$ cat config.mk
export PLATFORM = sky130hd
export DESIGN_NAME = ams_seq
export DESIGN_NICKNAME = d
export VERILOG_FILES = /design/src/hw/rtl/ams_pkg.sv /design/src/hw/rtl/ams_seq.sv
export VERILOG_INCLUDE_DIRS = /design/src /design/src/hw/rtl
export SDC_FILE = /design/constraint.sdc
export NUM_CORES = 1
export LEC_CHECK = 0
export BUFFER_PORTS_ARGS = -buffer_cell sky130_fd_sc_hd__buf_2
export CAP_MARGIN = 20
export CORE_AREA = 5 5 110 153
export DETAILED_ROUTE_END_ITERATION = 7
export DIE_AREA = 0 0 115 158
export HOLD_SLACK_MARGIN = 0.15
export PLACE_DENSITY = 0.48
export SLEW_MARGIN = 20
export SYNTH_ARGS = -nofsm -noshare
export SYNTH_HDL_FRONTEND = slang
export SYNTH_SLANG_ARGS = --single-unit
$ cat constraint.sdc
create_clock -name clk -period 4.1 [get_ports clk]
set_input_delay 1.025 -clock clk [delete_from_list [all_inputs] [get_ports clk]]
set_output_delay 1.025 -clock clk [all_outputs]
set_load 0.01 [all_outputs]
$ cat src/hw/rtl/adjacency_matrix_store_macros.svh
// Assertion macros for the adjacency matrix store.
`ifndef ADJACENCY_MATRIX_STORE_MACROS_SVH
`define ADJACENCY_MATRIX_STORE_MACROS_SVH

// Same-cycle implication, disabled in reset.
`define AMS_ASSERT_NOW(lbl, ante, cons, msg) \
	lbl: assert property (@(posedge clk) disable iff (!arst_n) (ante) |-> (cons)) \
		else $error(msg);

// Next-cycle implication, disabled in reset.
`define AMS_ASSERT_NEXT(lbl, ante, cons, msg) \
	lbl: assert property (@(posedge clk) disable iff (!arst_n) (ante) |=> (cons)) \
		else $error(msg);

`endif

$ cat src/hw/rtl/ams_pkg.sv
// Shared constants and codes for the adjacency matrix store.
`default_nettype none
package ams_pkg;
	localparam int MAX_VERTICES_DEF = 32;
	localparam int LIST_LENGTH_DEF  = 32;

	localparam int FUNC_W   = 2;
	localparam int VERTEX_W = 5;
	localparam int WEIGHT_W = 16;
	localparam int VALUE_W  = 17;
	localparam int STATUS_W = 2;
	localparam int VCOUNT_W = 6;

	localparam logic [VCOUNT_W-1:0] VCOUNT_RESET = 6'd32;

	localparam logic [FUNC_W-1:0] FUNC_ADD  = 2'd0;
	localparam logic [FUNC_W-1:0] FUNC_READ = 2'd1;
	localparam logic [FUNC_W-1:0] FUNC_LIST = 2'd2;

	localparam logic [STATUS_W-1:0] STATUS_OK    = 2'd0;
	localparam logic [STATUS_W-1:0] STATUS_RANGE = 2'd1;
	localparam logic [STATUS_W-1:0] STATUS_ZERO  = 2'd2;
	localparam logic [STATUS_W-1:0] STATUS_TRUNC = 2'd3;

	localparam logic [VALUE_W-1:0] VALUE_NONE = 17'h1FFFF;
	localparam logic [VALUE_W-1:0] VALUE_ZERO = 17'h00000;
endpackage
`default_nettype wire

$ cat src/hw/rtl/ams_seq.sv
// Operation sequencer: clear sweep, edge writes, weight reads and row scans.
`default_nettype none
`include "adjacency_matrix_store_macros.svh"
module ams_seq
	import ams_pkg::*;
#(
	parameter int MAX_VERTICES = MAX_VERTICES_DEF,
	parameter int LIST_LENGTH  = LIST_LENGTH_DEF,
	parameter int IDX_W        = $clog2(MAX_VERTICES),
	parameter int ADDR_W       = 2 * IDX_W,
	parameter int CNT_W        = $clog2(MAX_VERTICES + 1)
) (
	input  wire logic                      clk,
	input  wire logic                      arst_n,
	input  wire logic                      start,
	input  wire logic [FUNC_W-1:0]         func,
	input  wire logic [VERTEX_W-1:0]       vertex_a,
	input  wire logic [VERTEX_W-1:0]       vertex_b,
	input  wire logic [WEIGHT_W-1:0]       edge_weight,
	input  wire logic [CNT_W-1:0]          active_count,
	output logic                           busy,
	output logic                           mem_we,
	output logic      [ADDR_W-1:0]         mem_waddr,
	output logic      [WEIGHT_W-1:0]       mem_wdata,
	output logic                           mem_re,
	output logic      [ADDR_W-1:0]         mem_raddr,
	input  wire logic [WEIGHT_W-1:0]       mem_rdata,
	output logic                           result_valid,
	output logic signed [VALUE_W-1:0]      value_out,
	output logic      [STATUS_W-1:0]       status,
	output logic                           last
);
	localparam int KW = $clog2(LIST_LENGTH + 1);
	localparam int AW = (CNT_W > VERTEX_W) ? CNT_W : VERTEX_W;

	localparam logic [2:0] ST_CLEAR = 3'd0;
	localparam logic [2:0] ST_IDLE  = 3'd1;
	localparam logic [2:0] ST_ADD2  = 3'd2;
	localparam logic [2:0] ST_RDW   = 3'd3;
	localparam logic [2:0] ST_SCAN  = 3'd4;
	localparam logic [2:0] ST_PAD   = 3'd5;

	logic [2:0]          state_q, state_d;
	logic [ADDR_W-1:0]   clr_q, clr_d;
	logic [IDX_W-1:0]    a_q, a_d, b_q, b_d;
	logic [WEIGHT_W-1:0] w_q, w_d;
	logic [CNT_W-1:0]    j_q, j_d;
	logic [IDX_W-1:0]    j_s1, j_s1_d;
	logic                vld_s1, vld_s1_d;
	logic [KW-1:0]       k_q, k_d;
	logic [IDX_W-1:0]    pend_q, pend_d;
	logic                trunc_q, trunc_d;
	logic                range_q, range_d;

	logic                       emit;
	logic signed [VALUE_W-1:0]  emit_value;
	logic [STATUS_W-1:0]        emit_status;
	logic                       emit_last;

	logic                       result_valid_q;
	logic signed [VALUE_W-1:0]  value_q;
	logic [STATUS_W-1:0]        status_q;
	logic                       last_q;

	logic                accept, a_ok, b_ok, issue;
	logic [IDX_W-1:0]    a_idx, b_idx;
	logic [STATUS_W-1:0] pad_status;

	assign accept     = start && (state_q == ST_IDLE);
	assign a_ok       = AW'(vertex_a) < AW'(active_count);
	assign b_ok       = AW'(vertex_b) < AW'(active_count);
	assign a_idx      = IDX_W'(vertex_a);
	assign b_idx      = IDX_W'(vertex_b);
	assign issue      = (state_q == ST_SCAN) && (j_q < active_count);
	assign pad_status = range_q ? STATUS_RANGE : STATUS_OK;

	always_comb begin
		state_d     = state_q;
		clr_d       = clr_q;
		a_d         = a_q;
		b_d         = b_q;
		w_d         = w_q;
		j_d         = j_q;
		j_s1_d      = j_s1;
		vld_s1_d    = 1'b0;
		k_d         = k_q;
		pend_d      = pend_q;
		trunc_d     = trunc_q;
		range_d     = range_q;
		mem_we      = 1'b0;
		mem_waddr   = {a_idx, b_idx};
		mem_wdata   = edge_weight;
		mem_re      = 1'b0;
		mem_raddr   = {a_idx, b_idx};
		emit        = 1'b0;
		emit_value  = VALUE_ZERO;
		emit_status = STATUS_OK;
		emit_last   = 1'b1;
		unique case (state_q)
			ST_CLEAR: begin
				mem_we    = 1'b1;
				mem_waddr = clr_q;
				mem_wdata = '0;
				clr_d     = clr_q + ADDR_W'(1);
				if (clr_q == '1) begin
					state_d = ST_IDLE;
				end
			end
			ST_IDLE: begin
				if (accept) begin
					unique case (func)
						FUNC_ADD: begin
							if (!a_ok || !b_ok) begin
								emit        = 1'b1;
								emit_status = STATUS_RANGE;
							end else if (edge_weight == '0) begin
								emit        = 1'b1;
								emit_status = STATUS_ZERO;
							end else begin
								mem_we  = 1'b1;
								a_d     = a_idx;
								b_d     = b_idx;
								w_d     = edge_weight;
								state_d = ST_ADD2;
							end
						end
						FUNC_READ: begin
							if (!a_ok || !b_ok) begin
								emit        = 1'b1;
								emit_status = STATUS_RANGE;
							end else begin
								mem_re  = 1'b1;
								state_d = ST_RDW;
							end
						end
						FUNC_LIST: begin
							k_d     = '0;
							trunc_d = 1'b0;
							a_d     = a_idx;
							if (!a_ok) begin
								range_d = 1'b1;
								state_d = ST_PAD;
							end else begin
								range_d   = 1'b0;
								mem_re    = 1'b1;
								mem_raddr = {a_idx, IDX_W'(0)};
								j_d       = CNT_W'(1);
								j_s1_d    = '0;
								vld_s1_d  = 1'b1;
								state_d   = ST_SCAN;
							end
						end
						default: begin
						end
					endcase
				end
			end
			ST_ADD2: begin
				mem_we    = 1'b1;
				mem_waddr = {b_q, a_q};
				mem_wdata = w_q;
				emit      = 1'b1;
				state_d   = ST_IDLE;
			end
			ST_RDW: begin
				emit       = 1'b1;
				emit_value = VALUE_W'(mem_rdata);
				state_d    = ST_IDLE;
			end
			ST_SCAN: begin
				vld_s1_d = issue;
				if (issue) begin
					mem_re    = 1'b1;
					mem_raddr = {a_q, j_q[IDX_W-1:0]};
					j_s1_d    = j_q[IDX_W-1:0];
					j_d       = j_q + CNT_W'(1);
				end
				if (vld_s1 && (mem_rdata != '0)) begin
					if (k_q < KW'(LIST_LENGTH - 1)) begin
						emit       = 1'b1;
						emit_value = VALUE_W'(j_s1);
						emit_last  = 1'b0;
						k_d        = k_q + KW'(1);
					end else if (k_q == KW'(LIST_LENGTH - 1)) begin
						pend_d = j_s1;
						k_d    = KW'(LIST_LENGTH);
					end else begin
						trunc_d = 1'b1;
					end
				end
				if (!issue && !vld_s1) begin
					state_d = ST_PAD;
				end
			end
			ST_PAD: begin
				emit = 1'b1;
				if (k_q < KW'(LIST_LENGTH - 1)) begin
					emit_value  = VALUE_NONE;
					emit_status = pad_status;
					emit_last   = 1'b0;
					k_d         = k_q + KW'(1);
				end else if (k_q == KW'(LIST_LENGTH - 1)) begin
					emit_value  = VALUE_NONE;
					emit_status = pad_status;
					k_d         = KW'(LIST_LENGTH);
					state_d     = ST_IDLE;
				end else begin
					emit_value  = VALUE_W'(pend_q);
					emit_status = trunc_q ? STATUS_TRUNC : STATUS_OK;
					state_d     = ST_IDLE;
				end
			end
			default: begin
				state_d = ST_IDLE;
			end
		endcase
	end

	always_ff @(posedge clk or negedge arst_n) begin
		if (!arst_n) begin
			state_q        <= ST_CLEAR;
			clr_q          <= '0;
			vld_s1         <= 1'b0;
			k_q            <= '0;
			j_q            <= '0;
			trunc_q        <= 1'b0;
			range_q        <= 1'b0;
			result_valid_q <= 1'b0;
		end else begin
			state_q        <= state_d;
			clr_q          <= clr_d;
			vld_s1         <= vld_s1_d;
			k_q            <= k_d;
			j_q            <= j_d;
			trunc_q        <= trunc_d;
			range_q        <= range_d;
			result_valid_q <= emit;
		end
	end

	always_ff @(posedge clk) begin
		a_q    <= a_d;
		b_q    <= b_d;
		w_q    <= w_d;
		j_s1   <= j_s1_d;
		pend_q <= pend_d;
		if (emit) begin
			value_q  <= emit_value;
			status_q <= emit_status;
			last_q   <= emit_last;
		end
	end

	assign busy         = (state_q != ST_IDLE);
	assign result_valid = result_valid_q;
	assign value_out    = value_q;
	assign status       = status_q;
	assign last         = last_q;

	`AMS_ASSERT_NOW(a_trunc_last, result_valid_q && status_q == STATUS_TRUNC, last_q, "truncation not on last result")
	`AMS_ASSERT_NOW(a_we_state, mem_we, state_q == ST_CLEAR || state_q == ST_IDLE || state_q == ST_ADD2, "write outside clear or add")
	`AMS_ASSERT_NOW(a_k_bound, state_q != ST_CLEAR, k_q <= KW'(LIST_LENGTH), "list count overrun")
	`AMS_ASSERT_NOW(a_s1_src, vld_s1, $past(mem_re), "scan stage without read")
	`AMS_ASSERT_NEXT(a_add_done, state_q == ST_ADD2, result_valid_q && last_q, "add transaction gave no result")
endmodule
`default_nettype wire

After elaboration in Yosys (flattened, before gate mapping):

Cells that the tools add are included.

* div/mod/pow operators: 0
* multiply operators: 0
* magnitude comparators: 4
* bitwise logic cells: 3
* equality and inequality tests: 26
* reductions and logical operators: 26
* multiplexer cells: 83
* shifts and indexed selects: 0
* add/sub/neg operators: 3

Operators with widths (number)
* 2-to-1 mux 5 bit: 11
* 2-to-1 mux 6 bit: 9
* one-hot mux 17 bit (3 select lines): 1
* one-hot mux 10 bit (2 select lines): 2
* 2-to-1 mux 17 bit: 2
* one-hot mux 16 bit (2 select lines): 1
* 2-to-1 mux 1 bit: 27
* 2-to-1 mux 3 bit: 7
* one-hot mux 5 bit (2 select lines): 2
* inequality test 2 bit, second input constant: 9
* one-hot mux 6 bit (3 select lines): 1
* zero test 16 bit: 1
* nonzero test 16 bit: 1
* AND reduction 5 bit: 3
* one-hot mux 1 bit (2 select lines): 7
* adder 6 x 1 -> 6 bit, second input constant: 2
* < comparator 5 x 6 -> 1 bit: 2
* 2-to-1 mux 2 bit: 6
* one-hot mux 3 bit (4 select lines): 1
* one-hot mux 6 bit (2 select lines): 1
* adder 10 x 1 -> 10 bit, second input constant: 1
* equality test 10 bit, second input constant: 1
* 2-to-1 mux 10 bit: 1
* inequality test 3 bit, second input constant: 3
* other kinds (28): 43

* latch bits: 0
* bits of input ports: 53
* memories: 0
* bits in read-only memories: 0
* output and inout bits: 60
* bits in writable memories: 0
* register bits: 85
* logic and storage cells: 161

Longest topological paths before layout:

* word-level depth: 7
* depth in mapped cells: 9
* gate-level depth less buffers: 8

Least setup slack after synthesis:

No wires, ideal clock.

* path kind: input-to-output
* start point: in active_count[4]
* end point: out mem_raddr[0]
* data required time: 3.075 ns
* path buffers: 2
* arrival time: 2.648 ns
* setup slack: 0.427 ns
* stages: 9
* cell sequence: inv_1 ha_1 a21o_1 a211o_1 a41oi_2 buf_2 buf_2 nand2_1 o21ai_0

* word-level cells in the longest chain between the ends: 5
* elaborated cells on any way between the ends: 8
* those cells by class: order compare (2); mux (5); reduce/logical (1)

Ends and longest elaborated chain
* start, declared: RTL line ams_seq.sv:20 `input wire logic [CNT_W-1:0] active_count,`
* < comparator 5 x 6 -> 1 bit: RTL line ams_seq.sv:70 `assign a_ok = AW'(vertex_a) < AW'(active_count);`
* 2-to-1 mux 5 bit: RTL line ams_seq.sv:140 `if (!a_ok) begin`
* 2-to-1 mux 5 bit: RTL line ams_seq.sv:111 `unique case (func)`
* 2-to-1 mux 5 bit: RTL line ams_seq.sv:110 `if (accept) begin`
* one-hot mux 10 bit (2 select lines) (*): RTL line ams_seq.sv:99 `unique case (state_q)`
* end, declared: RTL line ams_seq.sv:26 `output logic [ADDR_W-1:0] mem_raddr,`

Every way passes the cells marked *; elsewhere a longest branch is shown, timed or not.

Final worst setup path:

* start point: in active_count[4]
* end point: out mem_raddr[8]

* word-level cells in the longest chain between the ends: 4

Ends and longest elaborated chain
* < comparator 6 bit: RTL line ams_seq.sv:74 `assign issue = (state_q == ST_SCAN) && (j_q < active_count);`
* logical AND 1 bit: RTL line ams_seq.sv:74
* 2-to-1 mux 10 bit: RTL line ams_seq.sv:172 `if (issue) begin`
* one-hot mux 10 bit (2 select lines): RTL line ams_seq.sv:99

No other way between the ends.

==> impl_metrics.tcl <==
set metrics [dict create \
    wl_per_cell_um 16.88 \
    hold_ws_ps 470.7 \
    syn_nets 496 \
    cp.required_ps 3070 \
    slew_headroom_pct 31.36 \
    timing.reg2reg.setup_slack_ps 1380 \
    finalWirelength_um 12470 \
    cp_top_family "compound AO/OA/AOI/OAI gates" \
    grt_pass1_wl_um 19490 \
    final_area_um2 5560 \
    worst-path-max-fanout 6 \
    r2r-end "last" \
    register_area_um2 2407 \
    p_comb_share_pct 35.3 \
    hold_start "j_s1[1]" \
    synth_cell_types 46 \
    intPower_mw 2.129 \
    nets 610 \
    p_leak_nw 2.472 \
    cts_sinks 85 \
    clk_path_buf_depth 2 \
    power_switching_mw 1.233 \
    htreeDepth 3 \
    routabilityCongestion 0.8279 \
    status "complete, no violations" \
    crit_path_cell_trace "buf_2 > inv_1 > ha_1 > a21o_1 > a211o_1 > a41oi_2 > buf_4 > mux2_2 > buf_2" \
    syn_area_um2 4461 \
    setup_viol 0 \
    yosysWarnings 0 \
    fillers 1571 \
    firstDrtPassIters 4 \
    rsz0062_at_grt "no" \
    hold_viol_final 0 \
    synth_edf_count 56 \
    antenna_found_initial 0 \
    p_clk_share_pct 24.5 \
    avgSynthCellArea_um2 10.54 \
    finalCritPeriodShare_pct 94.97 \
    ys_seq_area_share_pct 53.97 \
    grt_max_degree 55 \
    placed_cell_area_um2 5259 \
    io_pins 113 \
    hold_buffers 0 \
    maxCapViolations 0 \
    clkSlewWorstSetupHoldPaths_ps 70 \
    cts_buffers 9 \
    whs_endpoint "pend_q[1]" \
    drtIter0Drc 238 \
    crit_path_end_kind "output pin" \
    fin_worst_skew_ps 8.686 \
    cts_root_buffer "clkbuf_16" \
    drt-vias-per-instance 4.939 \
    ctsResizeCount 0 \
    critPathBufInv 4 \
    core_area_um2 15400 \
    cts_tree "done" \
    crit_path_start "active_count[4]" \
    worst_slew_pin_slew_ps 1020 \
    hold_path_class "reg2reg" \
    netlist_instances 423 \
    synth_seq_cells 85 \
    fin_tns_setup_ps 0 \
    startpoint_type "input pin" \
    async_reset_ff_share_pct 34.12 \
    r2r_cells 5 \
    num_rows 54 \
    multi_input_area_um2 1907 \
    finalCriticalPeriod_ps 3894 \
    antenna_left 0 \
    switching_share_pct 36.68 \
    ir_drop_uv 258.8 \
    synthFlopType "edfxtp_1" \
    path_class "in2out" \
    die_h_um 158 \
    dp_hpwl_um 9715 \
    power.density_nw_per_um2 604.7 \
    critPathArrivalTime_ps 2870 \
    crit_slowest_cell "mux2_2" \
    syn2layout_area_growth_pct 24.66 \
    reg2reg_from "state_q[2]" \
    slew_viol_final 0 \
    die-area_um2 18170 \
    die_w_um 115 \
    path_common_cell "buf_2" \
    grt_pass1_vias 3569 \
    drc 0 \
    holdPathStages 0 \
    p_seq_share_pct 40.2 \
    io_buffers 112 \
    fmax_mhz 256.8 \
    overflow 0 \
    postCtsSetupRepairBufs 0 \
    initial_core_util_pct 28.96 \
    clk_latency_ps 330 \
    drive_gt1_share_pct 27.49 \
    grt_usage_pct 13.87 \
    num_vias 3650 \
    slowest_delay_ps 350 \
]
==> flip-flops by register name, indices dropped and copies added (netlist names) <==
register,cells
state_q,3
pend_q,5
b_q,5
k_q,6
status,2
trunc_q,1
a_q,5
result_valid,1
last,1
vld_s1,1
j_q,6
range_q,1
clr_q,10
value_out,17
w_q,16
j_s1,5
==> power groups by stage <==
| stage | clock network [mW] | registers (mW) | logic [mW] |
|---|---|---|---|
| 4_1_cts | 0.847 | 1.36 | 1.21 |
| 3_5_place_dp | 0 | 1.37 | 1.21 |
| 6_report | 0.822 | 1.35 | 1.19 |
| 3_3_place_gp | 0 | 1.37 | 1.19 |
| 2_1_floorplan | 0 | 1.37 | 0.723 |
| 5_1_grt | 0.886 | 1.39 | 1.33 |
==> logic make-up after synthesis <==
group           after synthesis  share of synthesized area [%]
xor+xnor                     12                          2.356
mux                          20                          4.684
flops                        85                          53.97
fa+ha+maj                    20                          5.610
buf+inv                      38                          3.422
simple gates                153                          16.49
compound gates               95                          13.46
==> layout make-up <==
type	instances	share of cell area, %
antenna	1	0.04500
tap	196	4.410
multi-input combinational	300	34.29
inverter	21	1.418
clock buffer	9	4.050
timing repair buffer	120	11.16
clock inverter	7	1.328
sequential	85	43.29
==> cell usage in the layout, fill, tap and decap left out, types with 3 or more instances in the layout <==
cell and instances:
a21o_1 14, a21oi_1 21, a221o_1 6, and2_1 4, and3_1 5, buf_2 112
buf_4 8, clkbuf_16 9, clkinvlp_4 3, dfrtp_1 29, edfxtp_1 56, ha_1 20
inv_1 21, mux2_2 7, mux2i_1 13, nand2_1 68, nand2b_1 7, nand3_1 9
nand4_1 7, nor2_1 22, nor2b_1 4, nor3_1 6, nor4_1 5, o21ai_0 40
or2_2 3, or4_1 4, xnor2_1 5, xor2_1 7
==> cell usage after synthesis (6+ instances only) <==
| library cell | count | area (µm²) |
|---|---|---|
| ha_1 | 20 | 250.2 |
| nand2b_1 | 7 | 43.79 |
| a221o_1 | 6 | 60.06 |
| clkbuf_1 | 13 | 48.80 |
| a21oi_1 | 21 | 105.1 |
| nand3_1 | 9 | 45.04 |
| nand2_1 | 68 | 255.2 |
| nor2_1 | 22 | 82.58 |
| inv_1 | 21 | 78.83 |
| nand4_1 | 7 | 43.79 |
| mux2i_1 | 13 | 130.1 |
| o21ai_0 | 40 | 200.2 |
| a21o_1 | 14 | 105.1 |
| mux2_2 | 7 | 78.83 |
| dfrtp_1 | 29 | 725.7 |
| xor2_1 | 7 | 61.31 |
| edfxtp_1 | 56 | 1682 |
| nor3_1 | 6 | 30.03 |
==> per-layer routing <==
layer / up-vias / part of all wire [%] / track usage (%)
li1: 1764 / - / -
met3: 13 / 8.3 / 4.054
met2: 143 / 49 / 23.54
met4: 0 / 1.6 / 4.362
met5: - / 0 / 0
met1: 1730 / 41 / 16.92
==> how the worst max path moves through the flow <==
| stage | cells after the start | endpoint |
|---|---|---|
| floorplan | 9 | mem_raddr[0] |
| global placement | 9 | mem_raddr[5] |
| detailed placement | 9 | mem_raddr[8] |
| CTS | 9 | mem_raddr[8] |
| global route | 10 | mem_raddr[0] |
| finish | 9 | mem_raddr[8] |
==> metrics by stage <==
stage / setup WS, ps / power, mW / instances / util, %
after floorplan: 427.4 / 2.091 / 423 / -
after global placement: 213.8 / 2.554 / 722 / 34.14
after detailed placement: 192.4 / 2.579 / 722 / 34.14
after CTS: 184.7 / 3.413 / 738 / 36.08
after global routing: 53.66 / 3.600 / 738 / 36.08
final: 206.4 / 3.362 / 739 / 36.09
No activity file was read; power rests on OpenSTA's default activity.
